==> config.mk <==
export PLATFORM = sky130hd
export DESIGN_NAME = free_list_pool_allocator
export DESIGN_NICKNAME = d
export VERILOG_FILES = /design/src/rtl/core/flpa_pkg.sv /design/src/rtl/core/free_list_pool_allocator.sv /design/src/rtl/core/flpa_front.sv /design/src/rtl/core/flpa_back.sv
export SDC_FILE = /design/constraint.sdc
export NUM_CORES = 2
export LEC_CHECK = 0
export ABC_AREA = 0
export BUFFER_PORTS_ARGS = -buffer_cell sky130_fd_sc_hd__buf_2
export CAP_MARGIN = 30
export CORE_UTILIZATION = 40
export CTS_CLUSTER_SIZE = 24
export DETAILED_ROUTE_END_ITERATION = 6
export PLACE_DENSITY = 0.58
export SYNTH_ARGS = -nofsm -noshare
export SYNTH_HDL_FRONTEND = slang
export SYNTH_HIERARCHICAL = 1
export SYNTH_SLANG_ARGS = --single-unit
export TNS_END_PERCENT = 100
==> constraint.sdc <==
create_clock -name clock -period 30.6 [get_ports clock]
set_clock_uncertainty 0.2 [all_clocks]
set_input_delay 3.06 -clock clock [delete_from_list [all_inputs] [get_ports clock]]
set_output_delay 3.06 -clock clock [all_outputs]
set_load 0.005 [all_outputs]
==> src/rtl/core/flpa_pkg.sv <==
// ---------------------------------------------------------------------------
// flpa_pkg
// Types, codes and constants shared by the pool allocator modules.
// ---------------------------------------------------------------------------
package flpa_pkg;

   // pool depth default and the largest pool the 8-bit index can address
   localparam int POOL_DEPTH_DEF = 256;
   localparam int RANGE_HIGH     = 256;
   localparam int MIN_POOL       = 2;

   // command codes on the request channel
   localparam logic [1:0] CMD_INIT  = 2'd0;
   localparam logic [1:0] CMD_ALLOC = 2'd1;
   localparam logic [1:0] CMD_FREE  = 2'd2;

   // status codes on the response channel
   localparam logic [1:0] STS_OK           = 2'd0;
   localparam logic [1:0] STS_EMPTY        = 2'd1;
   localparam logic [1:0] STS_ALREADY_FREE = 2'd2;
   localparam logic [1:0] STS_RANGE        = 2'd3;

   // classified operation handed from front to back
   typedef enum logic [1:0] {
      OP_NONE,
      OP_INIT,
      OP_ALLOC,
      OP_FREE
   } op_type;

   typedef struct packed {
      op_type     op;
      logic [7:0] index;
   } work_type;

   typedef struct packed {
      logic [8:0] active_count;
      logic [8:0] free_count;
      logic [7:0] index;
      logic [1:0] status;
   } result_type;

endpackage

==> src/rtl/core/free_list_pool_allocator.sv <==
// ---------------------------------------------------------------------------
// free_list_pool_allocator
// Fixed-size entry pool kept as a LIFO free list of entry indices.
// ---------------------------------------------------------------------------
// Usage:
//   req channel carries one command per item: init, allocate or free.
//   rsp channel returns exactly one result item per command, in order, with
//   the status, the allocated index and the free and active counts.
//   csr channel writes item_count, the pool size used by the next init; it
//   is always ready; the user must write it only while idle (not enforced).
// Operation:
//   Accepted items wait in a two-entry queue. Init, unused commands, allocate
//   on an empty pool and out-of-range frees are decided in the idle state, and
//   their result is registered as they leave the queue. Allocate and in-range
//   free first read the next-link or free-mark memory through its registered
//   read port, then give their result from S_ALLOC or S_FREE. Init then
//   relinks the pool, one entry a cycle, and takes no new item meanwhile.
// Reset:
//   Synchronous reset rebuilds the full pool of min(POOL_DEPTH, 256) entries
//   with the same relink pass; req_tready stays low throughout the pass.
// Stall:
//   A held result waits in the output register; the queue keeps taking
//   items until it holds two.
// ---------------------------------------------------------------------------
module free_list_pool_allocator #(
   parameter int POOL_DEPTH = flpa_pkg::POOL_DEPTH_DEF
) (
   input  logic        clock,
   input  logic        reset,
   input  logic        req_tvalid,
   output logic        req_tready,
   input  logic [15:0] req_tdata,   // [1:0] command, [9:2] entry_index
   output logic        rsp_tvalid,
   input  logic        rsp_tready,
   // [1:0] status, [9:2] entry_index_res, [18:10] free_count,
   // [27:19] active_count
   output logic [31:0] rsp_tdata,
   input  logic        csr_valid,
   output logic        csr_ready,
   input  logic [8:0]  csr_data     // item_count
);
   import flpa_pkg::*;

   logic     q_valid;
   work_type q_item;
   logic     q_pop;
   logic     sweeping;

   flpa_front u_front (
      .clock      (clock),
      .reset      (reset),
      .req_tvalid (req_tvalid),
      .req_tready (req_tready),
      .req_tdata  (req_tdata),
      .sweeping   (sweeping),
      .q_valid    (q_valid),
      .q_item     (q_item),
      .q_pop      (q_pop)
   );

   flpa_back #(
      .POOL_DEPTH (POOL_DEPTH)
   ) u_back (
      .clock      (clock),
      .reset      (reset),
      .q_valid    (q_valid),
      .q_item     (q_item),
      .q_pop      (q_pop),
      .sweeping   (sweeping),
      .csr_valid  (csr_valid),
      .csr_ready  (csr_ready),
      .csr_data   (csr_data),
      .rsp_tvalid (rsp_tvalid),
      .rsp_tready (rsp_tready),
      .rsp_tdata  (rsp_tdata)
   );

endmodule

==> src/rtl/core/flpa_front.sv <==
// ---------------------------------------------------------------------------
// flpa_front
// Request intake: decodes each command and holds it in a two-entry queue.
// ---------------------------------------------------------------------------
module flpa_front (
   input  logic                clock,
   input  logic                reset,
   input  logic                req_tvalid,
   output logic                req_tready,
   input  logic [15:0]         req_tdata,   // [1:0] command, [9:2] entry_index
   input  logic                sweeping,
   output logic                q_valid,
   output flpa_pkg::work_type  q_item,
   input  logic                q_pop
);
   import flpa_pkg::*;

   work_type   slot_ff [2];
   logic [1:0] fill_ff, fill_in;
   logic       wr_ptr_ff, wr_ptr_in;
   logic       rd_ptr_ff, rd_ptr_in;
   logic       accept;
   work_type   item;

   // classify the command
   always_comb begin
      item.index = req_tdata[9:2];
      case (req_tdata[1:0])
         CMD_INIT:  item.op = OP_INIT;
         CMD_ALLOC: item.op = OP_ALLOC;
         CMD_FREE:  item.op = OP_FREE;
         default:   item.op = OP_NONE;
      endcase
   end

   // no intake while the link memory is being rebuilt
   assign req_tready = (fill_ff != 2'd2) && !sweeping;
   assign accept     = req_tvalid && req_tready;
   assign q_valid    = (fill_ff != 2'd0);
   assign q_item     = slot_ff[rd_ptr_ff];

   // queue pointers and fill
   always_comb begin
      wr_ptr_in = accept ? !wr_ptr_ff : wr_ptr_ff;
      rd_ptr_in = q_pop ? !rd_ptr_ff : rd_ptr_ff;
      case ({accept, q_pop})
         2'b10:   fill_in = fill_ff + 2'd1;
         2'b01:   fill_in = fill_ff - 2'd1;
         default: fill_in = fill_ff;
      endcase
   end

   always_ff @(posedge clock) begin
      if (reset) begin
         fill_ff   <= 2'd0;
         wr_ptr_ff <= 1'b0;
         rd_ptr_ff <= 1'b0;
      end else begin
         fill_ff   <= fill_in;
         wr_ptr_ff <= wr_ptr_in;
         rd_ptr_ff <= rd_ptr_in;
      end
   end

   // queue storage
   always_ff @(posedge clock) begin
      if (accept) begin
         slot_ff[wr_ptr_ff] <= item;
      end
   end

endmodule

==> src/rtl/core/flpa_back.sv <==
// ---------------------------------------------------------------------------
// flpa_back
// Executes queued operations on the free list and registers each result.
// ---------------------------------------------------------------------------
module flpa_back #(
   parameter int POOL_DEPTH = flpa_pkg::POOL_DEPTH_DEF
) (
   input  logic                clock,
   input  logic                reset,
   input  logic                q_valid,
   input  flpa_pkg::work_type  q_item,
   output logic                q_pop,
   output logic                sweeping,
   input  logic                csr_valid,
   output logic                csr_ready,
   input  logic [8:0]          csr_data,
   output logic                rsp_tvalid,
   input  logic                rsp_tready,
   output logic [31:0]         rsp_tdata
);
   import flpa_pkg::*;

   localparam int MEM_DEPTH = (POOL_DEPTH < RANGE_HIGH) ? POOL_DEPTH : RANGE_HIGH;
   localparam int CNT_W     = $clog2(MEM_DEPTH + 1);
   localparam int IDX_W     = $clog2(MEM_DEPTH);
   localparam logic [CNT_W-1:0] POOL_MAX  = CNT_W'(MEM_DEPTH);
   localparam logic [CNT_W-1:0] NULL_LINK = CNT_W'(MEM_DEPTH);

   typedef enum logic [3:0] {
      S_IDLE  = 4'b0001,
      S_ALLOC = 4'b0010,
      S_FREE  = 4'b0100,
      S_SWEEP = 4'b1000
   } state_type;

   state_type            state_ff, state_in;
   logic [CNT_W-1:0]     pool_ff, pool_in;
   logic [CNT_W-1:0]     head_ff, head_in;
   logic [CNT_W-1:0]     free_cnt_ff, free_cnt_in;
   logic [CNT_W-1:0]     act_cnt_ff, act_cnt_in;
   logic [CNT_W-1:0]     sweep_ff, sweep_in;
   logic [8:0]           item_count_ff;
   logic [CNT_W-1:0]     links_ff [MEM_DEPTH];
   logic [CNT_W-1:0]     link_rd_ff;
   logic                 marks_ff [MEM_DEPTH];
   logic                 mark_rd_ff;
   logic                 rsp_valid_ff, rsp_valid_in;
   result_type           rsp_data_ff, rsp_data_in;

   logic [CNT_W-1:0]     clamp_size;
   logic [CNT_W-1:0]     sweep_next;
   logic                 out_free;
   logic                 load;
   logic [1:0]           res_status;
   logic [7:0]           res_index;
   logic                 mem_we, mem_re;
   logic [IDX_W-1:0]     mem_waddr;
   logic [CNT_W-1:0]     mem_wdata;
   logic                 mark_we, mark_re;
   logic [IDX_W-1:0]     mark_waddr;
   logic                 mark_wdata;

   assign csr_ready = 1'b1;
   assign sweeping  = (state_ff == S_SWEEP);
   assign out_free  = !rsp_valid_ff || rsp_tready;
   assign sweep_next = sweep_ff + CNT_W'(1);

   // pool size taken at init, clamped to the legal range
   always_comb begin
      if (item_count_ff < 9'(MIN_POOL)) begin
         clamp_size = CNT_W'(MIN_POOL);
      end else if (item_count_ff > 9'(MEM_DEPTH)) begin
         clamp_size = POOL_MAX;
      end else begin
         clamp_size = CNT_W'(item_count_ff);
      end
   end

   // execution control
   always_comb begin
      state_in    = state_ff;
      pool_in     = pool_ff;
      head_in     = head_ff;
      free_cnt_in = free_cnt_ff;
      act_cnt_in  = act_cnt_ff;
      sweep_in    = sweep_ff;
      q_pop       = 1'b0;
      load        = 1'b0;
      res_status  = STS_OK;
      res_index   = 8'd0;
      mem_we      = 1'b0;
      mem_re      = 1'b0;
      mem_waddr   = sweep_ff[IDX_W-1:0];
      mem_wdata   = (sweep_next == pool_ff) ? NULL_LINK : sweep_next;
      mark_we     = 1'b0;
      mark_re     = 1'b0;
      mark_waddr  = sweep_ff[IDX_W-1:0];
      mark_wdata  = 1'b1;
      case (state_ff)
         S_IDLE: begin
            if (q_valid && out_free) begin
               q_pop = 1'b1;
               case (q_item.op)
                  OP_INIT: begin
                     pool_in     = clamp_size;
                     head_in     = '0;
                     free_cnt_in = clamp_size;
                     act_cnt_in  = '0;
                     sweep_in    = '0;
                     state_in    = S_SWEEP;
                     load        = 1'b1;
                  end
                  OP_ALLOC: begin
                     if (head_ff >= pool_ff) begin
                        res_status = STS_EMPTY;
                        load       = 1'b1;
                     end else begin
                        mem_re   = 1'b1;
                        state_in = S_ALLOC;
                     end
                  end
                  OP_FREE: begin
                     if ({1'b0, q_item.index} >= 9'(pool_ff)) begin
                        res_status = STS_RANGE;
                        load       = 1'b1;
                     end else begin
                        // item stays queued until its free mark is back
                        q_pop    = 1'b0;
                        mark_re  = 1'b1;
                        state_in = S_FREE;
                     end
                  end
                  default: begin
                     load = 1'b1;
                  end
               endcase
            end
         end
         S_ALLOC: begin
            // link of the old head has arrived: pop it
            if (out_free) begin
               head_in    = link_rd_ff;
               mark_we    = 1'b1;
               mark_waddr = head_ff[IDX_W-1:0];
               mark_wdata = 1'b0;
               if (free_cnt_ff != '0) begin
                  free_cnt_in = free_cnt_ff - CNT_W'(1);
               end
               act_cnt_in = act_cnt_ff + CNT_W'(1);
               res_index  = 8'(head_ff);
               load       = 1'b1;
               state_in   = S_IDLE;
            end
         end
         S_FREE: begin
            // free mark of the entry has arrived: reject or push
            if (out_free) begin
               q_pop    = 1'b1;
               load     = 1'b1;
               state_in = S_IDLE;
               if (mark_rd_ff) begin
                  res_status = STS_ALREADY_FREE;
               end else begin
                  mem_we      = 1'b1;
                  mem_waddr   = q_item.index[IDX_W-1:0];
                  mem_wdata   = head_ff;
                  head_in     = CNT_W'(q_item.index);
                  mark_we     = 1'b1;
                  mark_waddr  = q_item.index[IDX_W-1:0];
                  mark_wdata  = 1'b1;
                  free_cnt_in = free_cnt_ff + CNT_W'(1);
                  if (act_cnt_ff != '0) begin
                     act_cnt_in = act_cnt_ff - CNT_W'(1);
                  end
               end
            end
         end
         S_SWEEP: begin
            // relink entries in ascending order, last one null, all marked free
            mem_we   = 1'b1;
            mark_we  = 1'b1;
            sweep_in = sweep_next;
            if (sweep_next == pool_ff) begin
               state_in = S_IDLE;
            end
         end
         default: begin
            state_in = S_IDLE;
         end
      endcase
   end

   // result register
   always_comb begin
      rsp_data_in.status       = res_status;
      rsp_data_in.index        = res_index;
      rsp_data_in.free_count   = 9'(free_cnt_in);
      rsp_data_in.active_count = 9'(act_cnt_in);
      if (load) begin
         rsp_valid_in = 1'b1;
      end else if (rsp_tready) begin
         rsp_valid_in = 1'b0;
      end else begin
         rsp_valid_in = rsp_valid_ff;
      end
   end

   always_ff @(posedge clock) begin
      if (reset) begin
         state_ff      <= S_SWEEP;
         pool_ff       <= POOL_MAX;
         head_ff       <= '0;
         free_cnt_ff   <= POOL_MAX;
         act_cnt_ff    <= '0;
         sweep_ff      <= '0;
         item_count_ff <= 9'(RANGE_HIGH);
         rsp_valid_ff  <= 1'b0;
      end else begin
         state_ff     <= state_in;
         pool_ff      <= pool_in;
         head_ff      <= head_in;
         free_cnt_ff  <= free_cnt_in;
         act_cnt_ff   <= act_cnt_in;
         sweep_ff     <= sweep_in;
         rsp_valid_ff <= rsp_valid_in;
         if (csr_valid) begin
            item_count_ff <= csr_data;
         end
      end
   end

   always_ff @(posedge clock) begin
      if (load) begin
         rsp_data_ff <= rsp_data_in;
      end
   end

   // next-link memory, one write and one registered read port
   always_ff @(posedge clock) begin
      if (mem_we) begin
         links_ff[mem_waddr] <= mem_wdata;
      end
      if (mem_re) begin
         link_rd_ff <= links_ff[head_ff[IDX_W-1:0]];
      end
   end

   // free-mark memory, one write and one registered read port
   always_ff @(posedge clock) begin
      if (mark_we) begin
         marks_ff[mark_waddr] <= mark_wdata;
      end
      if (mark_re) begin
         mark_rd_ff <= marks_ff[q_item.index[IDX_W-1:0]];
      end
   end

   assign rsp_tvalid = rsp_valid_ff;
   assign rsp_tdata  = {4'd0, rsp_data_ff.active_count, rsp_data_ff.free_count,
                        rsp_data_ff.index, rsp_data_ff.status};

endmodule

Word level (Yosys, flattened, before mapping):

Memory sizes are Yosys's and may differ from the RTL's. A register that Yosys moved wholly into a read port is not among the register bits.
Cells that the tools add are included.

* register bits after elaboration: 91
* memory bits (writable): 2580
* input bits: 30
* logic and storage cells: 155
* memories kept: 3

* add/subtract/negate cells: 7
* $lt $le $gt $ge: 4
* eq/ne operators: 23
* muxes and demuxes: 81
* reductions and logical operators: 22

Memories
* u_back.links_ff: depth 256, width 9, rd ports 1, clocked after Yosys merged registers in 1, write ports 1, line flpa_back.sv:43 `logic [CNT_W-1:0] links_ff [MEM_DEPTH];`
* u_back.marks_ff: depth 256, width 1, rd ports 1, clocked after Yosys merged registers in 1, write ports 1, line flpa_back.sv:45 `logic marks_ff [MEM_DEPTH];`
* u_front.slot_ff: depth 2, width 10, rd ports 1, clocked after Yosys merged registers in 1, write ports 1, line flpa_front.sv:18 `work_type slot_ff [2];`

Operators by type and width (number)
* two-way mux 9 bit: 23
* one-hot mux 9 bit (3 select lines): 3
* two-way mux 8 bit: 4
* two-way mux 1 bit: 29
* adder 9 x 1 -> 9 bit, second input constant: 3
* one-hot mux 4 bit (3 select lines): 2
* two-way mux 4 bit: 5
* one-hot mux 9 bit (2 select lines): 1
* nonzero test 9 bit: 2
* subtractor 9 x 1 -> 9 bit, second input constant: 2
* one-hot mux 8 bit (2 select lines): 1
* one-hot mux 2 bit (2 select lines): 3
* AND reduction 6 bit: 2
* != test 2 x 1 -> 1 bit, second input constant: 5
* == test 9 bit: 1
* greater-or-equal comparator 8 x 9 -> 1 bit: 1
* greater-or-equal comparator 9 bit: 1
* greater-than comparator 9 bit, second input constant: 1
* less-than comparator 9 x 2 -> 1 bit, second input constant: 1
* == test 2 bit, second input constant: 4
* two-way mux 2 bit: 4
* one-hot mux 1 bit (2 select lines): 4
* nonzero test 2 bit: 4
* == test 2 x 1 -> 1 bit, second input constant: 3
* other kinds (19): 28

Longest topological paths before layout:

* depth in word-level cells: 7
* depth in mapped cells: 17
* gate-level depth less buffers: 13

Hierarchy:

The synthesis kept the hierarchy.

By module, submodules not included
* flpa_back: instances 1, cells each 5299, area an instance 105557.5 um^2, sequential area each 79196.0 um^2
* flpa_front: instances 1, cells each 63, area an instance 989.7 um^2, sequential area each 700.7 um^2

Least setup slack after synthesis:

Ideal clock, no wire load.

* kind: input-to-reg
* start: input port rsp_tready
* end: memory u_back/links_ff[0][2] (netlist bit) (data pin)
* arrival: 14.355 ns
* data required time: 28.159 ns
* path slack: 13.804 ns
* stages on the path: 6
* buffers on the path: 3
* cells stage by stage: nor2b_1 nor3_4 buf_6 buf_2 clkbuf_1 o31ai_1

* cells in the longest elaborated chain, start to end: 3

Ends and longest elaborated chain
* from (decl): line free_list_pool_allocator.sv:34 `input logic rsp_tready,`
* logical OR 1 bit: line flpa_back.sv:65 `assign out_free = !rsp_valid_ff || rsp_tready;`
* two-way mux 9 bit: line flpa_back.sv:157 `if (out_free) begin`
* two-way mux 9 bit: line flpa_back.sv:99 `case (state_ff)`
* net u_back.mem_wdata[2]: line flpa_back.sv:58 `logic [CNT_W-1:0] mem_wdata;`
* to (decl): line flpa_back.sv:43

The timed path passes the listed nets, and every way through them passes these cells.

Worst setup path after layout:

* start: input port rsp_tready
* end: memory u_back/links_ff[193][6] (netlist bit), enable pin

* cells in the longest elaborated chain, start to end: 5

Ends and longest elaborated chain
* logical OR 1 bit (*): line flpa_back.sv:65
* two-way mux 1 bit: line flpa_back.sv:157
* one-hot mux 1 bit (2 select lines): line flpa_back.sv:99
* two-way mux 1 bit: line flpa_back.sv:240 `if (mem_we) begin`
* two-way mux 1 bit (implied by the code): line flpa_back.sv:241 `links_ff[mem_waddr] <= mem_wdata;`

Mark *: on every way between the ends. The rest lies on a longest branch, timed or not.

==> flow_summary.yaml <==
sta:
  setup_viol: 0
  period_share_pct: 22.36
  finalMaxSlewViolations: 0
  max_freq_mhz: 146.1
  fin_setup_tns_ps: 0
  fin_ws_ps: 23760
  min_period_ps: 6843
  relSlewSlack_pct: 27.15
  rsz0062_at_grt: "no"
  hold_viol_final: 0
  worst_pin_slew_ps: 1093
drt:
  totalWireLength_um: 262100
  wl_per_cell_um: 28.28
  drc: 52
  avgViaCountPerCell: 5.756
  antenna_left: 0
  first_iter_violations: 6112
  firstDrtPassIters: 7
  vias: 53330
placement:
  gp_congestion: 0.8270
  postPlaceCellArea_um2: 111300
  hpwl_um: 156400
  pre_cts_slack_ps: 22840
  dpl.cell_count: 8751
  port_buffers: 53
pwr:
  power.density_nw_per_um2: 63.72
  seq_power_share_pct: 53.5
  swShare_pct: 20.93
  switchingPower_mw: 1.604
  finalPower_mw: 7.665
  pwr-share-clk_pct: 42.6
  leakage_nw: 35.33
  power_frac_comb_pct: 3.8
  irDropWorstVdd_mv: 0.05553
  cell_internal_pwr_mw: 6.061
outcome:
  outcome: "finished with violations"
  violations: "design-rule violations"
grt:
  grt_pass1_wl_um: 378900
  grtUsageTotal_pct: 19.34
  overflow: 0
  grt_start_max_net_pins: 211
  antenna_found_initial: 7
  grt_pass1_vias: 53050
die:
  initial_core_util_pct: 40.19
  die_area_um2: 268400
  die_y_um: 518.1
  core_region_area_um2: 265100
  core.rowCount: 189
  io_pins: 65
  die_w_um: 518.1
clock_tree:
  postCtsSetupRepairBufs: 0
  cts_inserted_buffers: 295
  clkLatencyLatePin_ps: 900
  clockBufferDepth: 4
  htree_levels: 5
  clk_pin_slew_ps: 60
  root_buffer: "clkbuf_16"
  cts_tree: "yes"
  post_cts_resized: 0
  cts.sinks: 2682
  postCtsHoldBufs: 0
yosys:
  avgSynthCellArea_um2: 19.87
  synth_edf_count: 2618
  yosysWarnings: 6
  seq_area_frac_synth_pct: 74.99
  yosysUniqueCellTypes: 76
  synthArstFlopShare_pct: 0
  synth-seq-cells: 2682
  syn-cell-area_um2: 106500
  ys.flop_type: "edfxtp_1"
  syn-instance-count: 5362
critical_path:
  worstPathArrival_ps: 7170
  cp.required_ps: 30920
  worstSetupPathType: "in2reg"
  cp_max_fo: 23
  crit_path_end_kind: "register"
  critical_path.startpoint_type: "input port"
layout:
  final_layout_size_suffix_gt1_share_pct: 23.33
  final_cell_count_no_fill: 9266
  stdcell_area_um2: 120300
  fin_nets: 5592
  syn2layout_area_growth_pct: 12.90
job:
  drv_cap: 0
worst_hold_path:
  hold_path_class: "reg2reg"
-- registers in the layout, indices dropped and copies added, names as in the netlist, named ones only --
| name | count |
|---|---|
| u_back/head_ff | 9 |
| u_back/marks_ff | 256 |
| u_front/slot_ff | 20 |
| u_back/rsp_tvalid | 1 |
| u_front/rd_ptr_ff | 1 |
| u_front/fill_ff | 2 |
| u_back/item_count_ff | 9 |
| u_back/pool_ff | 9 |
| u_back/sweep_ff | 9 |
| u_back/links_ff | 2304 |
| u_back/link_rd_ff | 9 |
| u_back/act_cnt_ff | 9 |
| u_back/mark_rd_ff | 1 |
| u_front/wr_ptr_ff | 1 |
| u_back/free_cnt_ff | 9 |
| u_back/state_ff | 4 |
| u_back/rsp_tdata | 28 |
-- layout make-up --
class / count / area, um2
Fill cell: 22240 / 144800
Sequential cell: 2682 / 79920
Multi-Input combinational cell: 2319 / 25280
Clock buffer: 368 / 7805
Tap cell: 3533 / 4420
Timing Repair Buffer: 206 / 1836
Clock inverter: 128 / 918.4
Inverter: 27 / 106.4
Antenna cell: 3 / 7.507
-- worst paths after layout --
check                                 start                           endpoint  cells past startpoint  slack (ps)
max                              rsp_tready  u_back/links_ff[193][6]$_DFFE_PP_                     10       23760
min          u_back/pool_ff[4]$_SDFFE_PP0P_     u_back/pool_ff[4]$_SDFFE_PP0P_                      2         260
max reg2reg  u_back/head_ff[0]$_SDFFE_PP0P_     u_back/link_rd_ff[3]$_DFFE_PP_                      9       24560
min reg2reg  u_back/pool_ff[4]$_SDFFE_PP0P_     u_back/pool_ff[4]$_SDFFE_PP0P_                      2         260
-- power groups by stage --
stage	clock (mW)	combinational [mW]	sequential (mW)
after floorplan	0	0.139	4.23
after global placement	0	0.272	4.18
after detailed placement	0	0.288	4.18
after CTS	3.34	0.288	4.10
after global routing	3.47	0.309	4.10
final	3.27	0.293	4.10
-- kinds of logic (layout without fill, tap and decap cells) --
family | after synthesis | after routing | share of synthesized area (%)
buf+inv | 364 | 729 | 1.477
simple gates | 1007 | 1007 | 4.107
flops | 2682 | 2682 | 74.99
mux | 848 | 848 | 16.18
fa+ha+maj | 31 | 31 | 0.3640
compound gates | 408 | 408 | 2.702
other cells | 2 | 8 | 0.007049
xor+xnor | 20 | 20 | 0.1773
-- cells in the final DEF (no fill, tap or decap), types with 50 or more instances in the layout --
cell / count
a22oi_1: 81
mux4_2: 698
nand3_1: 50
clkbuf_1: 66
nand2_1: 145
edfxtp_1: 2618
nor2_1: 606
dfxtp_1: 59
clkinv_1: 70
mux2i_1: 137
buf_2: 56
a21oi_1: 67
clkbuf_16: 302
buf_4: 112
-- worst max-delay path, stage by stage --
cell and delay (ps):
buf_2 90, nor2b_1 40, buf_4 190, nor2_1 380, nand2_1 670, or3_1 580, o21ai_0 320, nand2_1 540
buf_4 430, nor2_1 790
-- layer usage --
metal  vias to the layer above  track usage [%]  routed length [um]
li1                      22270                -                   -
met2                      2016            30.00              122400
met5                         -                0                   0
met4                         0            5.580                7309
met3                       422            3.730               20500
met1                     28620            27.82              111800
-- synthesized netlist by cell type (31+ instances only) --
cell / count / area (um2)
buf_2: 120 / 600.6
o21ai_0: 46 / 230.2
ha_1: 31 / 387.9
nand2_1: 153 / 574.3
mux4_2: 698 / 15720
nor2_1: 607 / 2278
a21oi_1: 67 / 335.3
nor3_1: 39 / 195.2
mux2i_1: 137 / 1371
clkbuf_1: 158 / 593.1
dfxtp_1: 64 / 1281
edfxtp_1: 2618 / 78620
nand3_1: 50 / 250.2
buf_1: 46 / 172.7
a22oi_1: 81 / 608.1
a22o_1: 32 / 280.3
a211oi_1: 35 / 262.8
o22ai_1: 38 / 237.7
-- per-stage QoR --
step / hold WS (ps) / utilization [%]
2_1_floorplan: 236.3 / -
3_3_place_gp: 252.1 / 41.84
3_5_place_dp: 258.6 / 41.97
4_1_cts: 267.1 / 45.26
5_1_grt: 284.5 / 45.38
6_report: 260.2 / 45.38
(Power assumes the default switching activity.)
